<file path="src/csr_command_framer_assert.svh">
// Assertion macros shared by the framer RTL.
`ifndef CSR_COMMAND_FRAMER_ASSERT_SVH
`define CSR_COMMAND_FRAMER_ASSERT_SVH

// Same-cycle implication, sampled on clk, off during reset.
`define CMF_ASSERT_IMP(label, ante, cons, msg) \
    label: assert property (@(posedge clk) disable iff (!rst_n) (ante) |-> (cons)) \
        else $error(msg);

// Next-cycle implication, sampled on clk, off during reset.
`define CMF_ASSERT_NXT(label, ante, cons, msg) \
    label: assert property (@(posedge clk) disable iff (!rst_n) (ante) |=> (cons)) \
        else $error(msg);

`endif

</file>
<file path="src/cmf_pkg.sv">
// Shared constants, codes and control/status types of the command framer.
`timescale 1ns / 1ps

package cmf_pkg;

    // Byte count width; the count port itself is 16 bits.
    localparam int COUNT_WIDTH = 16;
    localparam int CNT_W       = (COUNT_WIDTH < 16) ? COUNT_WIDTH : 16;

    // Frame counter and its divider.
    localparam int FL_W      = 12;
    localparam int DIV_STEPS = FL_W;
    localparam int DIV_CNT_W = 4;

    localparam int CFG_IDX_W = 8;

    // Input item commands.
    localparam logic CMD_START = 1'b0;
    localparam logic CMD_STEP  = 1'b1;

    // Register indexes.
    localparam logic [CFG_IDX_W-1:0] REG_WORD_SIZE    = 8'd0;
    localparam logic [CFG_IDX_W-1:0] REG_CODE_REGISTER = 8'd1;
    localparam logic [CFG_IDX_W-1:0] REG_CODE_PROGRAM = 8'd2;
    localparam logic [CFG_IDX_W-1:0] REG_CODE_DRAM    = 8'd3;

    // Fixed bytes.
    localparam logic [7:0] NOP_BYTE    = 8'h00;
    localparam logic [7:0] READ_FILL   = 8'hdd;
    localparam logic [7:0] DRAM_PREFIX = 8'h0f;
    localparam logic [7:0] WRITE_BIT   = 8'h80;

    // Frame size codes.
    localparam logic [1:0] SIZE_NONE = 2'd0;
    localparam logic [1:0] SIZE_1    = 2'd1;
    localparam logic [1:0] SIZE_4    = 2'd2;
    localparam logic [1:0] SIZE_16   = 2'd3;

    // Targets.
    localparam logic [1:0] TGT_REG  = 2'd0;
    localparam logic [1:0] TGT_PROG = 2'd1;
    localparam logic [1:0] TGT_DRAM = 2'd2;
    localparam logic [1:0] TGT_NONE = 2'd3;

    typedef enum logic [2:0] {
        ST_IDLE,
        ST_HDR,
        ST_PAY,
        ST_NOP,
        ST_PLAN
    } ctrl_state_t;

    typedef enum logic [1:0] {
        SEL_HDR,
        SEL_PAY,
        SEL_NOP
    } emit_sel_t;

    // Controller to datapath.
    typedef struct packed {
        logic      start;
        logic      step;
        logic      emit;
        emit_sel_t sel;
        logic [2:0] hdr_idx;
    } ctrl_cmd_t;

    // Datapath to controller.
    typedef struct packed {
        logic       active;
        logic       hdr_first;
        logic [2:0] hdr_len;
        logic       nop_needed;
        logic       out_free;
        logic       plan_busy;
    } dp_status_t;

endpackage

</file>
<file path="src/cmf_div.sv">
// Restoring divider, one quotient bit per cycle: frames = (bytes / 16) / word size.
`timescale 1ns / 1ps

module cmf_div
    import cmf_pkg::*;
(
    input  logic            clk,
    input  logic            rst_n,
    input  logic            start,
    input  logic [FL_W-1:0] dividend,
    input  logic [3:0]      divisor,
    output logic            busy,
    output logic [FL_W-1:0] quotient
);

    logic                 busy_reg;
    logic [DIV_CNT_W-1:0] cnt_reg;
    logic [FL_W-1:0]      quo_reg;
    logic [3:0]           rem_reg;
    logic [3:0]           dvs_reg;

    logic [4:0] rem_sh;
    logic [4:0] rem_new;
    logic       ge;

    // One restoring step
    always_comb
    begin
        rem_sh  = {rem_reg, quo_reg[FL_W-1]};
        ge      = (rem_sh >= {1'b0, dvs_reg});
        rem_new = ge ? (rem_sh - {1'b0, dvs_reg}) : rem_sh;
    end

    // Control
    always_ff @(posedge clk or negedge rst_n)
    begin
        if (!rst_n)
        begin
            busy_reg <= 1'b0;
            cnt_reg  <= '0;
        end
        else if (start)
        begin
            busy_reg <= 1'b1;
            cnt_reg  <= DIV_CNT_W'(DIV_STEPS - 1);
        end
        else if (busy_reg)
        begin
            if (cnt_reg == '0)
                busy_reg <= 1'b0;
            else
                cnt_reg <= cnt_reg - 1'b1;
        end
    end

    // Shift registers; quotient bits enter from the bottom
    always_ff @(posedge clk)
    begin
        if (start)
        begin
            quo_reg <= dividend;
            rem_reg <= 4'd0;
            dvs_reg <= divisor;
        end
        else if (busy_reg)
        begin
            quo_reg <= {quo_reg[FL_W-2:0], ge};
            rem_reg <= rem_new[3:0];
        end
    end

    assign busy     = busy_reg;
    assign quotient = quo_reg;

endmodule

</file>
<file path="src/cmf_datapath.sv">
// Framer datapath: registers, access state, header bytes, planning and output register.
`timescale 1ns / 1ps

module cmf_datapath
    import cmf_pkg::*;
(
    input  logic                 clk,
    input  logic                 rst_n,
    input  ctrl_cmd_t            ctrl,
    output dp_status_t           status,
    input  logic [1:0]           target,
    input  logic                 is_write,
    input  logic [31:0]          start_address,
    input  logic [15:0]          byte_count,
    input  logic [7:0]           data_byte,
    input  logic                 cfg_we,
    input  logic [CFG_IDX_W-1:0] cfg_index,
    input  logic [7:0]           cfg_data,
    input  logic                 out_stall,
    output logic                 out_valid,
    output logic [7:0]           out_byte,
    output logic                 end_of_transaction,
    output logic                 command_done,
    output logic                 last_of_run
);

    // Configuration
    logic [3:0] word_size_reg;
    logic [7:0] code_register_reg;
    logic [7:0] code_program_reg;
    logic [7:0] code_dram_reg;

    // Access state
    logic             active_reg;
    logic [1:0]       cur_target_reg;
    logic             write_flag_reg;
    logic [31:0]      word_address_reg;
    logic [CNT_W-1:0] bytes_left_reg;
    logic [FL_W-1:0]  frames_left_reg;
    logic [1:0]       size_code_reg;
    logic [7:0]       frame_byte_index_reg;
    logic             frames_pend_reg;
    logic [7:0]       data_reg;

    // Output register
    logic       out_valid_reg;
    logic [7:0] out_byte_reg;
    logic       eot_reg;
    logic       done_reg;
    logic       last_reg;

    logic [3:0]       eff_ws;
    logic [7:0]       chunk;
    logic [4:0]       words;
    logic [7:0]       fbi_inc;
    logic             frame_end;
    logic [CNT_W-1:0] chunk_ext;
    logic [CNT_W-1:0] bl_sub;
    logic [FL_W-1:0]  fl_dec;
    logic             nop_needed;
    logic [CNT_W-1:0] plan_bl;
    logic [15:0]      plan_bl16;
    logic [2:0]       plan_res;
    logic             pay_emit;
    logic             do_plan;
    logic             div_start;
    logic             div_busy;
    logic [FL_W-1:0]  div_q;
    logic [7:0]       cmd_byte;
    logic [7:0]       code;
    logic [7:0]       hdr_byte;
    logic [2:0]       hdr_len;
    logic             out_free;
    logic [7:0]       emit_byte;

    // Pick the frame size for the bytes that remain
    function automatic logic [2:0] plan_fn(input logic [CNT_W-1:0] bl, input logic [3:0] ws);
        logic [CNT_W-1:0] c16;
        logic [CNT_W-1:0] c4;
        logic [CNT_W-1:0] c1;
        c16 = CNT_W'({ws, 4'b0000});
        c4  = CNT_W'({ws, 2'b00});
        c1  = CNT_W'(ws);
        priority if (bl < c1)
            return {1'b0, SIZE_NONE};
        else if (bl >= c16)
            return {1'b1, SIZE_16};
        else if (bl >= c4)
            return {1'b1, SIZE_4};
        else
            return {1'b1, SIZE_1};
    endfunction

    // Word size clamped to 1..8
    always_comb
    begin
        priority if (word_size_reg == 4'd0)
            eff_ws = 4'd1;
        else if (word_size_reg > 4'd8)
            eff_ws = 4'd8;
        else
            eff_ws = word_size_reg;
    end

    // Current frame length in bytes and words
    always_comb
    begin
        unique case (size_code_reg)
            SIZE_16:
            begin
                chunk = {eff_ws, 4'b0000};
                words = 5'd16;
            end
            SIZE_4:
            begin
                chunk = {2'b00, eff_ws, 2'b00};
                words = 5'd4;
            end
            default:
            begin
                chunk = {4'b0000, eff_ws};
                words = 5'd1;
            end
        endcase
    end

    // Frame end and the state after it
    always_comb
    begin
        fbi_inc    = frame_byte_index_reg + 8'd1;
        frame_end  = (fbi_inc >= chunk);
        chunk_ext  = CNT_W'(chunk);
        bl_sub     = (bytes_left_reg >= chunk_ext) ? (bytes_left_reg - chunk_ext) : '0;
        fl_dec     = (frames_left_reg != '0) ? (frames_left_reg - 1'b1) : '0;
        nop_needed = frame_end && (frames_left_reg <= FL_W'(1));
    end

    // Planning, at a start item or after the last frame of a transaction
    always_comb
    begin
        pay_emit  = ctrl.emit && (ctrl.sel == SEL_PAY);
        plan_bl   = ctrl.start ? CNT_W'(byte_count) : bl_sub;
        plan_bl16 = 16'(plan_bl);
        plan_res  = plan_fn(plan_bl, eff_ws);
        do_plan   = ctrl.start || (pay_emit && nop_needed);
        div_start = do_plan && (plan_res[1:0] == SIZE_16);
    end

    cmf_div u_div (
        .clk      (clk),
        .rst_n    (rst_n),
        .start    (div_start),
        .dividend (plan_bl16[15:4]),
        .divisor  (eff_ws),
        .busy     (div_busy),
        .quotient (div_q)
    );

    // Configuration writes
    always_ff @(posedge clk or negedge rst_n)
    begin
        if (!rst_n)
        begin
            word_size_reg     <= 4'd4;
            code_register_reg <= 8'd0;
            code_program_reg  <= 8'd0;
            code_dram_reg     <= 8'd0;
        end
        else if (cfg_we)
        begin
            unique case (cfg_index)
                REG_WORD_SIZE:     word_size_reg     <= cfg_data[3:0];
                REG_CODE_REGISTER: code_register_reg <= cfg_data;
                REG_CODE_PROGRAM:  code_program_reg  <= cfg_data;
                REG_CODE_DRAM:     code_dram_reg     <= cfg_data;
                default:           ;
            endcase
        end
    end

    // Access state
    always_ff @(posedge clk or negedge rst_n)
    begin
        if (!rst_n)
        begin
            active_reg           <= 1'b0;
            cur_target_reg       <= 2'd0;
            write_flag_reg       <= 1'b0;
            word_address_reg     <= 32'd0;
            bytes_left_reg       <= '0;
            frames_left_reg      <= '0;
            size_code_reg        <= SIZE_NONE;
            frame_byte_index_reg <= 8'd0;
            frames_pend_reg      <= 1'b0;
        end
        else if (ctrl.start)
        begin
            cur_target_reg       <= target;
            write_flag_reg       <= is_write;
            word_address_reg     <= start_address;
            bytes_left_reg       <= plan_bl;
            frame_byte_index_reg <= 8'd0;
            active_reg           <= plan_res[2];
            size_code_reg        <= plan_res[1:0];
            frames_left_reg      <= FL_W'(plan_res[2]);
            frames_pend_reg      <= div_start;
        end
        else if (pay_emit)
        begin
            if (frame_end)
            begin
                frame_byte_index_reg <= 8'd0;
                word_address_reg     <= word_address_reg + 32'(words);
                bytes_left_reg       <= bl_sub;
                if (nop_needed)
                begin
                    active_reg      <= plan_res[2];
                    size_code_reg   <= plan_res[1:0];
                    frames_left_reg <= FL_W'(plan_res[2]);
                    frames_pend_reg <= div_start;
                end
                else
                begin
                    frames_left_reg <= fl_dec;
                end
            end
            else
            begin
                frame_byte_index_reg <= fbi_inc;
            end
        end
        else if (frames_pend_reg && !div_busy)
        begin
            frames_left_reg <= div_q;
            frames_pend_reg <= 1'b0;
        end
    end

    // Payload byte of the accepted step
    always_ff @(posedge clk)
    begin
        if (ctrl.step)
            data_reg <= data_byte;
    end

    // Command byte and header bytes
    always_comb
    begin
        unique case (cur_target_reg)
            TGT_REG:  code = code_register_reg;
            TGT_PROG: code = code_program_reg;
            default:  code = code_dram_reg;
        endcase
        cmd_byte = (write_flag_reg ? WRITE_BIT : 8'h00) | code | {1'b0, size_code_reg, 5'b00000};
    end

    always_comb
    begin
        unique case (cur_target_reg)
            TGT_REG:
            begin
                hdr_len = 3'd2;
                if (ctrl.hdr_idx == 3'd0)
                    hdr_byte = cmd_byte | {4'b0000, word_address_reg[11:8]};
                else
                    hdr_byte = word_address_reg[7:0];
            end
            TGT_PROG:
            begin
                hdr_len = 3'd3;
                unique case (ctrl.hdr_idx)
                    3'd0:    hdr_byte = cmd_byte | {4'b0000, word_address_reg[19:16]};
                    3'd1:    hdr_byte = word_address_reg[15:8];
                    default: hdr_byte = word_address_reg[7:0];
                endcase
            end
            TGT_DRAM:
            begin
                hdr_len = 3'd6;
                unique case (ctrl.hdr_idx)
                    3'd0:    hdr_byte = DRAM_PREFIX;
                    3'd1:    hdr_byte = cmd_byte;
                    3'd2:    hdr_byte = word_address_reg[31:24];
                    3'd3:    hdr_byte = word_address_reg[23:16];
                    3'd4:    hdr_byte = word_address_reg[15:8];
                    default: hdr_byte = word_address_reg[7:0];
                endcase
            end
            TGT_NONE:
            begin
                hdr_len  = 3'd0;
                hdr_byte = NOP_BYTE;
            end
            default:
            begin
                hdr_len  = 3'd0;
                hdr_byte = NOP_BYTE;
            end
        endcase
    end

    // Byte for the output register
    always_comb
    begin
        unique case (ctrl.sel)
            SEL_HDR: emit_byte = hdr_byte;
            SEL_PAY: emit_byte = write_flag_reg ? data_reg : READ_FILL;
            SEL_NOP: emit_byte = NOP_BYTE;
            default: emit_byte = NOP_BYTE;
        endcase
    end

    assign out_free = !out_valid_reg || !out_stall;

    // Output register
    always_ff @(posedge clk or negedge rst_n)
    begin
        if (!rst_n)
            out_valid_reg <= 1'b0;
        else if (ctrl.emit)
            out_valid_reg <= 1'b1;
        else if (!out_stall)
            out_valid_reg <= 1'b0;
    end

    always_ff @(posedge clk)
    begin
        if (ctrl.emit)
        begin
            out_byte_reg <= emit_byte;
            eot_reg      <= (ctrl.sel == SEL_NOP);
            done_reg     <= (ctrl.sel == SEL_NOP) && !active_reg;
            last_reg     <= (ctrl.sel == SEL_NOP) || ((ctrl.sel == SEL_PAY) && !nop_needed);
        end
    end

    assign out_valid          = out_valid_reg;
    assign out_byte           = out_byte_reg;
    assign end_of_transaction = eot_reg;
    assign command_done       = done_reg;
    assign last_of_run        = last_reg;

    // Status to the controller
    always_comb
    begin
        status.active     = active_reg;
        status.hdr_first  = (frame_byte_index_reg == 8'd0);
        status.hdr_len    = hdr_len;
        status.nop_needed = nop_needed;
        status.out_free   = out_free;
        status.plan_busy  = frames_pend_reg;
    end

endmodule

</file>
<file path="src/cmf_ctrl.sv">
// Framer controller: sequences header, payload and NOP bytes of one item.
`timescale 1ns / 1ps

module cmf_ctrl
    import cmf_pkg::*;
(
    input  logic       clk,
    input  logic       rst_n,
    input  logic       in_valid,
    input  logic       command,
    input  dp_status_t status,
    output logic       in_stall,
    output ctrl_cmd_t  ctrl
);

    ctrl_state_t state_reg;
    ctrl_state_t state_next;
    logic [2:0]  hdr_cnt_reg;
    logic [2:0]  hdr_cnt_next;

    always_ff @(posedge clk or negedge rst_n)
    begin
        if (!rst_n)
        begin
            state_reg   <= ST_IDLE;
            hdr_cnt_reg <= 3'd0;
        end
        else
        begin
            state_reg   <= state_next;
            hdr_cnt_reg <= hdr_cnt_next;
        end
    end

    // Next state
    always_comb
    begin
        state_next   = state_reg;
        hdr_cnt_next = hdr_cnt_reg;
        unique case (state_reg)
            ST_IDLE:
            begin
                if (in_valid)
                begin
                    if (command == CMD_START)
                        state_next = ST_PLAN;
                    else if (status.active)
                    begin
                        hdr_cnt_next = 3'd0;
                        if (status.hdr_first && (status.hdr_len != 3'd0))
                            state_next = ST_HDR;
                        else
                            state_next = ST_PAY;
                    end
                end
            end
            ST_HDR:
            begin
                if (status.out_free)
                begin
                    if (hdr_cnt_reg == (status.hdr_len - 3'd1))
                        state_next = ST_PAY;
                    else
                        hdr_cnt_next = hdr_cnt_reg + 3'd1;
                end
            end
            ST_PAY:
            begin
                if (status.out_free)
                    state_next = status.nop_needed ? ST_NOP : ST_IDLE;
            end
            ST_NOP:
            begin
                if (status.out_free)
                    state_next = ST_PLAN;
            end
            ST_PLAN:
            begin
                if (!status.plan_busy)
                    state_next = ST_IDLE;
            end
            default:
                state_next = ST_IDLE;
        endcase
    end

    // Outputs
    always_comb
    begin
        in_stall     = (state_reg != ST_IDLE);
        ctrl         = '0;
        ctrl.sel     = SEL_PAY;
        ctrl.hdr_idx = hdr_cnt_reg;
        unique case (state_reg)
            ST_IDLE:
            begin
                ctrl.start = in_valid && (command == CMD_START);
                ctrl.step  = in_valid && (command == CMD_STEP);
            end
            ST_HDR:
            begin
                ctrl.emit = status.out_free;
                ctrl.sel  = SEL_HDR;
            end
            ST_PAY:
            begin
                ctrl.emit = status.out_free;
                ctrl.sel  = SEL_PAY;
            end
            ST_NOP:
            begin
                ctrl.emit = status.out_free;
                ctrl.sel  = SEL_NOP;
            end
            default:
                ;
        endcase
    end

endmodule

</file>
<file path="src/csr_command_framer.sv">
// Top level of the command framer: controller, datapath and checks.
//
// Input channel (in_valid / in_stall): a start item (command 0) latches target,
// direction, word address and byte count; a step item (command 1) brings one
// payload byte slot. Results leave on the output channel
// (out_valid / out_stall) through a single output register.
// Configuration: cfg_valid / cfg_ready with cfg_index and cfg_data; cfg_ready
// is always high, writes belong to idle periods.
// A step item that needs no header is accepted, then its payload byte is sent.
// The first step of a frame adds 2, 3 or 6 header bytes for register,
// program or DRAM targets. The step that ends a transaction adds the NOP byte;
// when 16-word frames are planned, in_stall stays high while the frame-count
// divider (one quotient bit per cycle) runs. A start item likewise waits for
// the divider when 16-word frames are planned.
// Reset clears the access, the output register and restores the registers
// (word size 4, target codes 0). A stalled receiver holds the output byte and
// the controller waits, so in_stall stays high until the item is sent.
`timescale 1ns / 1ps

module csr_command_framer
    import cmf_pkg::*;
(
    input  logic                 clk,
    input  logic                 rst_n,
    input  logic                 in_valid,
    output logic                 in_stall,
    input  logic                 command,
    input  logic [1:0]           target,
    input  logic                 is_write,
    input  logic [31:0]          start_address,
    input  logic [15:0]          byte_count,
    input  logic [7:0]           data_byte,
    output logic                 out_valid,
    input  logic                 out_stall,
    output logic [7:0]           out_byte,
    output logic                 end_of_transaction,
    output logic                 command_done,
    output logic                 last_of_run,
    input  logic                 cfg_valid,
    output logic                 cfg_ready,
    input  logic [CFG_IDX_W-1:0] cfg_index,
    input  logic [7:0]           cfg_data
);

`include "csr_command_framer_assert.svh"

    ctrl_cmd_t  ctrl;
    dp_status_t dp_status;

    assign cfg_ready = 1'b1;

    cmf_ctrl u_ctrl (
        .clk      (clk),
        .rst_n    (rst_n),
        .in_valid (in_valid),
        .command  (command),
        .status   (dp_status),
        .in_stall (in_stall),
        .ctrl     (ctrl)
    );

    cmf_datapath u_datapath (
        .clk                (clk),
        .rst_n              (rst_n),
        .ctrl               (ctrl),
        .status             (dp_status),
        .target             (target),
        .is_write           (is_write),
        .start_address      (start_address),
        .byte_count         (byte_count),
        .data_byte          (data_byte),
        .cfg_we             (cfg_valid && cfg_ready),
        .cfg_index          (cfg_index),
        .cfg_data           (cfg_data),
        .out_stall          (out_stall),
        .out_valid          (out_valid),
        .out_byte           (out_byte),
        .end_of_transaction (end_of_transaction),
        .command_done       (command_done),
        .last_of_run        (last_of_run)
    );

    // Checks
    `CMF_ASSERT_IMP(a_eot_is_last_nop, out_valid && end_of_transaction, (out_byte == NOP_BYTE) && last_of_run, "end of transaction not on a final NOP byte")
    `CMF_ASSERT_IMP(a_done_on_eot, out_valid && command_done, end_of_transaction, "command done outside a NOP byte")
    `CMF_ASSERT_NXT(a_step_holds_input, in_valid && !in_stall && (command == CMD_STEP) && dp_status.active, in_stall, "active step accepted without holding the input")
    `CMF_ASSERT_IMP(a_no_accept_while_planning, dp_status.plan_busy, in_stall, "input open while frame count is pending")

endmodule
</file>
<file path="config.mk">
export PLATFORM = sky130hd
export DESIGN_NAME = csr_command_framer
export DESIGN_NICKNAME = d
export VERILOG_FILES = /design/src/cmf_pkg.sv /design/src/cmf_div.sv /design/src/cmf_datapath.sv /design/src/cmf_ctrl.sv /design/src/csr_command_framer.sv
export VERILOG_INCLUDE_DIRS = /design/src /design/src/src
export SDC_FILE = /design/constraint.sdc
export NUM_CORES = 1
export LEC_CHECK = 0
export ABC_CLOCK_PERIOD_IN_PS = 5200
export BUFFER_PORTS_ARGS = -buffer_cell sky130_fd_sc_hd__buf_2
export CAP_MARGIN = 30
export CELL_PAD_IN_SITES_DETAIL_PLACEMENT = 0
export CELL_PAD_IN_SITES_GLOBAL_PLACEMENT = 1
export CORE_ASPECT_RATIO = 1.75
export CORE_MARGIN = 2
export CORE_UTILIZATION = 42
export DETAILED_ROUTE_END_ITERATION = 10
export PLACE_DENSITY = 0.77
export SETUP_SLACK_MARGIN = 0.02
export SYNTH_ARGS = -nofsm -noshare
export SYNTH_HDL_FRONTEND = slang
export SYNTH_SLANG_ARGS = --single-unit
</file>
<file path="constraint.sdc">
create_clock -name clk -period 5.2 [get_ports clk]
set_input_delay 0.52 -clock clk [delete_from_list [all_inputs] [get_ports clk]]
set_output_delay 0.52 -clock clk [all_outputs]
set_load 0.01 [all_outputs]
</file>
==> reports/metrics.csv <==
stage;metric;value;unit
cts;CTS tree;yes;
critical_path;r2r worst-path depth;20;
global_route;M1 GR Usage;23.8;%
global_route;M3 GR Usage;4.20;%
logic_synthesis;Async SR Flop Fraction;74.7;%
global_route;initial antenna violation count;0;
cts;cts hold-fix bufs;0;
logic_synthesis;Netlist Area Pre-Place;9880;sq um
route;Detailed Routing Iterations Pass 1;5;
critical_path;Crit Path Max Fanout;8;
critical_path;flop2flop setup slack;0.26;ns
critical_path;Reg2Reg Launch Point;u_datapath.word_size_reg[1];
cells_and_area;sequential standard cell area;4010;sq um
global_route;layer carrying the most global-route usage;met2;
logic_synthesis;syn_area_per_cell;9.29;sq um
route;DR iter-0 viols;523;
power;pwr/cell area;629;nW/um^2
cells_and_area;share of cells above drive strength 1;20.8;%
floorplanning;die width;120;um
critical_path;reg2reg end;u_datapath.u_div.quotient[4];
global_route;grt ovf;0;
cts;H-tree depth;4;
logic_synthesis;Synth warnings;0;
floorplanning;Row Count;74;
floorplanning;die height;207;um
cts;Clock Root Buffer;clkbuf_16;
critical_path;WS Path Type;reg2reg;
cells_and_area;ant diodes;0;
placed_design;DPL Wire Length;22700;um
logic_synthesis;most frequent cell after synthesis;nand2_1;
sta;RSZ-0062 raised after global routing;no;
logic_synthesis;cell taking the most area after synthesis;dfrtp_1;
sta;Max Clk Rate;203;MHz
critical_path;WP data required;5.40;ns
logic_synthesis;Netlist cell types;85;
logic_synthesis;EDFF count, synth;35;
sta;Worst-Margin Slew;0.798;ns
global_route;GR Util All Layers;24.4;%
critical_path;worst-path cell chain;or2_1, nor2b_2, nor2_1, a21oi_1, nand2b_1, ha_1, o21ai_0, or3_1, a21oi_4, buf_4, o31ai_4, buf_4, o21a_1, ha_1, nand4_1, o41a_1, o21bai_4, a21boi_4, buf_4, mux2_4;
critical_path;startpoint types;flop;
critical_path;CP max stage delay;0.42;ns
sta;Slew headroom;46.2;%
critical_path;critical path arrival;5.13;ns
logic_synthesis;Synth top area share;28.9;%
route;post-route antenna net violation count;0;
logic_synthesis;register area share after synthesis;40.6;%
min_path;Hold Crit Class;in2async;
cells_and_area;synthesis-to-layout area growth;15.7;%
cells_and_area;Nets;1287;
logic_synthesis;syn nets;1191;
cells_and_area;area of the multi-input gates;5580;sq um
critical_path;CP top delay family;compound AO/OA/AOI/OAI gates;
cts;Clock Latency Late Sink;0.45;ns
outcome;status;complete, no violations;
sta;setup_tns;0;ns
power;Power Total;7.19;mW
sta;Final Cycle Share;94.9;%
route;Residual DRC;0;
critical_path;Worst Setup End Kind;flop;
logic_synthesis;cells taking the most area after synthesis;dfrtp_1, edfxtp_1, mux2_2, ha_1, o21ai_0;
critical_path;crit path from;u_datapath.word_size_reg[1];
route;detailed-route via count;8468;
cells_and_area;max reg flops;32;
route;post-DR vias/cell;5.73;
sta;final max-slew violation count;0;
logic_synthesis;Post-synth top cells;nand2_1, dfrtp_1, o21ai_0, nor2_1, a21oi_1;
global_route;first-pass GRT wire length;45900;um
sta;min Tclk post-route;4.94;ns
logic_synthesis;Post-Syn Instances;1064;
cells_and_area;fin area;11400;sq um
placed_design;gpl congestion;0.929;
cts;Clk pin slew, worst setup/hold paths;0.06;ns
critical_path;Crit path buffers/inverters;3;
power;leakage;4.81;nW
floorplanning;Core Area;23200;sq um
cts;CTS max path bufs;2;
floorplanning;die area;24800;sq um
placed_design;placed inst area;10700;sq um
critical_path;CP max stage cell;or3_1;
global_route;grt met2 use;46.2;%
floorplanning;I/O pins;95;
critical_path;Crit path top cell by count;buf_4;
cells_and_area;post-layout util;49.2;%
sta;number of hold violations in the final report;0;
power;Max IR drop VDD;355;uV
cts;clock sinks;154;
cells_and_area;Layout fillers;2229;
global_route;vias in the first global route;8479;
cts;total CTS buffers;17;
global_route;largest net degree at the start of global routing;72;
route;drt total wl;29300;um
job;max cap viols;0;
placed_design;Port Buf Inserts;93;
logic_synthesis;Main synth FF type;dfrtp_1;
route;post-DR wirelength/cell;19.9;um
sta;clock skew;0.00820;ns
floorplanning;Initial Util;42.5;%
logic_synthesis;Synth Register Bits;154;
sta;Final Setup Violations;0;
[metrics by stage]
step	hold WS, ns	instances	worst slack [ns]
2_1_floorplan	0.224	1064	0.142
3_3_place_gp	0.465	1440	0.195
3_5_place_dp	0.472	1441	0.0783
4_1_cts	0.226	1473	0.0650
5_1_grt	0.109	1477	0.0108
6_report	0.0937	1477	0.263
[power breakdown]
part           internal, mW  switching (mW)
Clock                 0.719           0.524
Sequential             1.70           0.562
Combinational          1.57            2.12
[per-layer routing]
metal | vias up | part of all wire, %
li1 | 4071 | -
met1 | 4065 | 35
met2 | 237 | 55
met3 | 95 | 3.2
met4 | 0 | 7.4
met5 | - | 0
[timing repair]
action / 4_1_cts / 5_1_grt
setup endpoints to repair: 0 / 37
gates resized for setup: 0 / 14
endpoints found under the hold margin: 0 / 0
setup buffers: 0 / 3
[placed cells by master, fill, tap and decap left out, drive strengths merged, types with 8 or more instances in the layout]
cell type | synthesis | layout
o21ai | 112 | 112
dfrtp | 114 | 114
xor2 | 24 | 24
mux2 | 56 | 56
inv | 35 | 36
nand2b | 16 | 16
a22oi | 10 | 10
a211oi | 13 | 13
a21oi | 59 | 59
a32o | 10 | 10
mux2i | 9 | 9
nor2 | 89 | 89
o31ai | 8 | 8
clkbuf | 40 | 21
a31oi | 9 | 9
nand2 | 125 | 125
ha | 44 | 44
nor4 | 16 | 16
and3 | 16 | 16
edfxtp | 35 | 35
xnor2 | 30 | 30
a221oi | 8 | 8
buf | 12 | 129
nor3b | 8 | 8
nor2b | 15 | 15
nor3 | 24 | 24
nand3 | 20 | 20
[kinds of logic after synthesis]
logic type / after synthesis / synth area share [%]
AOI/OAI and AO/OA: 293 / 19.7
xor gates and xnor gates: 54 / 4.79
adders and majority gates: 46 / 5.98
buffers and inverters: 87 / 3.63
DFF: 154 / 40.6
muxes: 65 / 7.52
other: 1 / 0.0380
and+or+nand+nor: 364 / 17.7
[cell type report]
cell class	instances	share of cell area, %
sequential	154	35.1
inverter	35	1.15
clock buffer	21	3.94
multi-input combinational	823	48.8
clock inverter	11	1.09
timing repair buffer	129	6.61
tap	304	3.33
[worst max path at each step]
stage / end / depth (start not counted)
final: u_datapath.u_div.quotient[4] / 20
after CTS: u_datapath.u_div.quotient[4] / 22
after global placement: u_datapath.u_div.quotient[6] / 22
after global routing: u_datapath.u_div.quotient[4] / 22
after floorplan: u_datapath.u_div.quotient[0] / 22
after detailed placement: u_datapath.u_div.quotient[4] / 22
(Power assumes the default switching activity.)
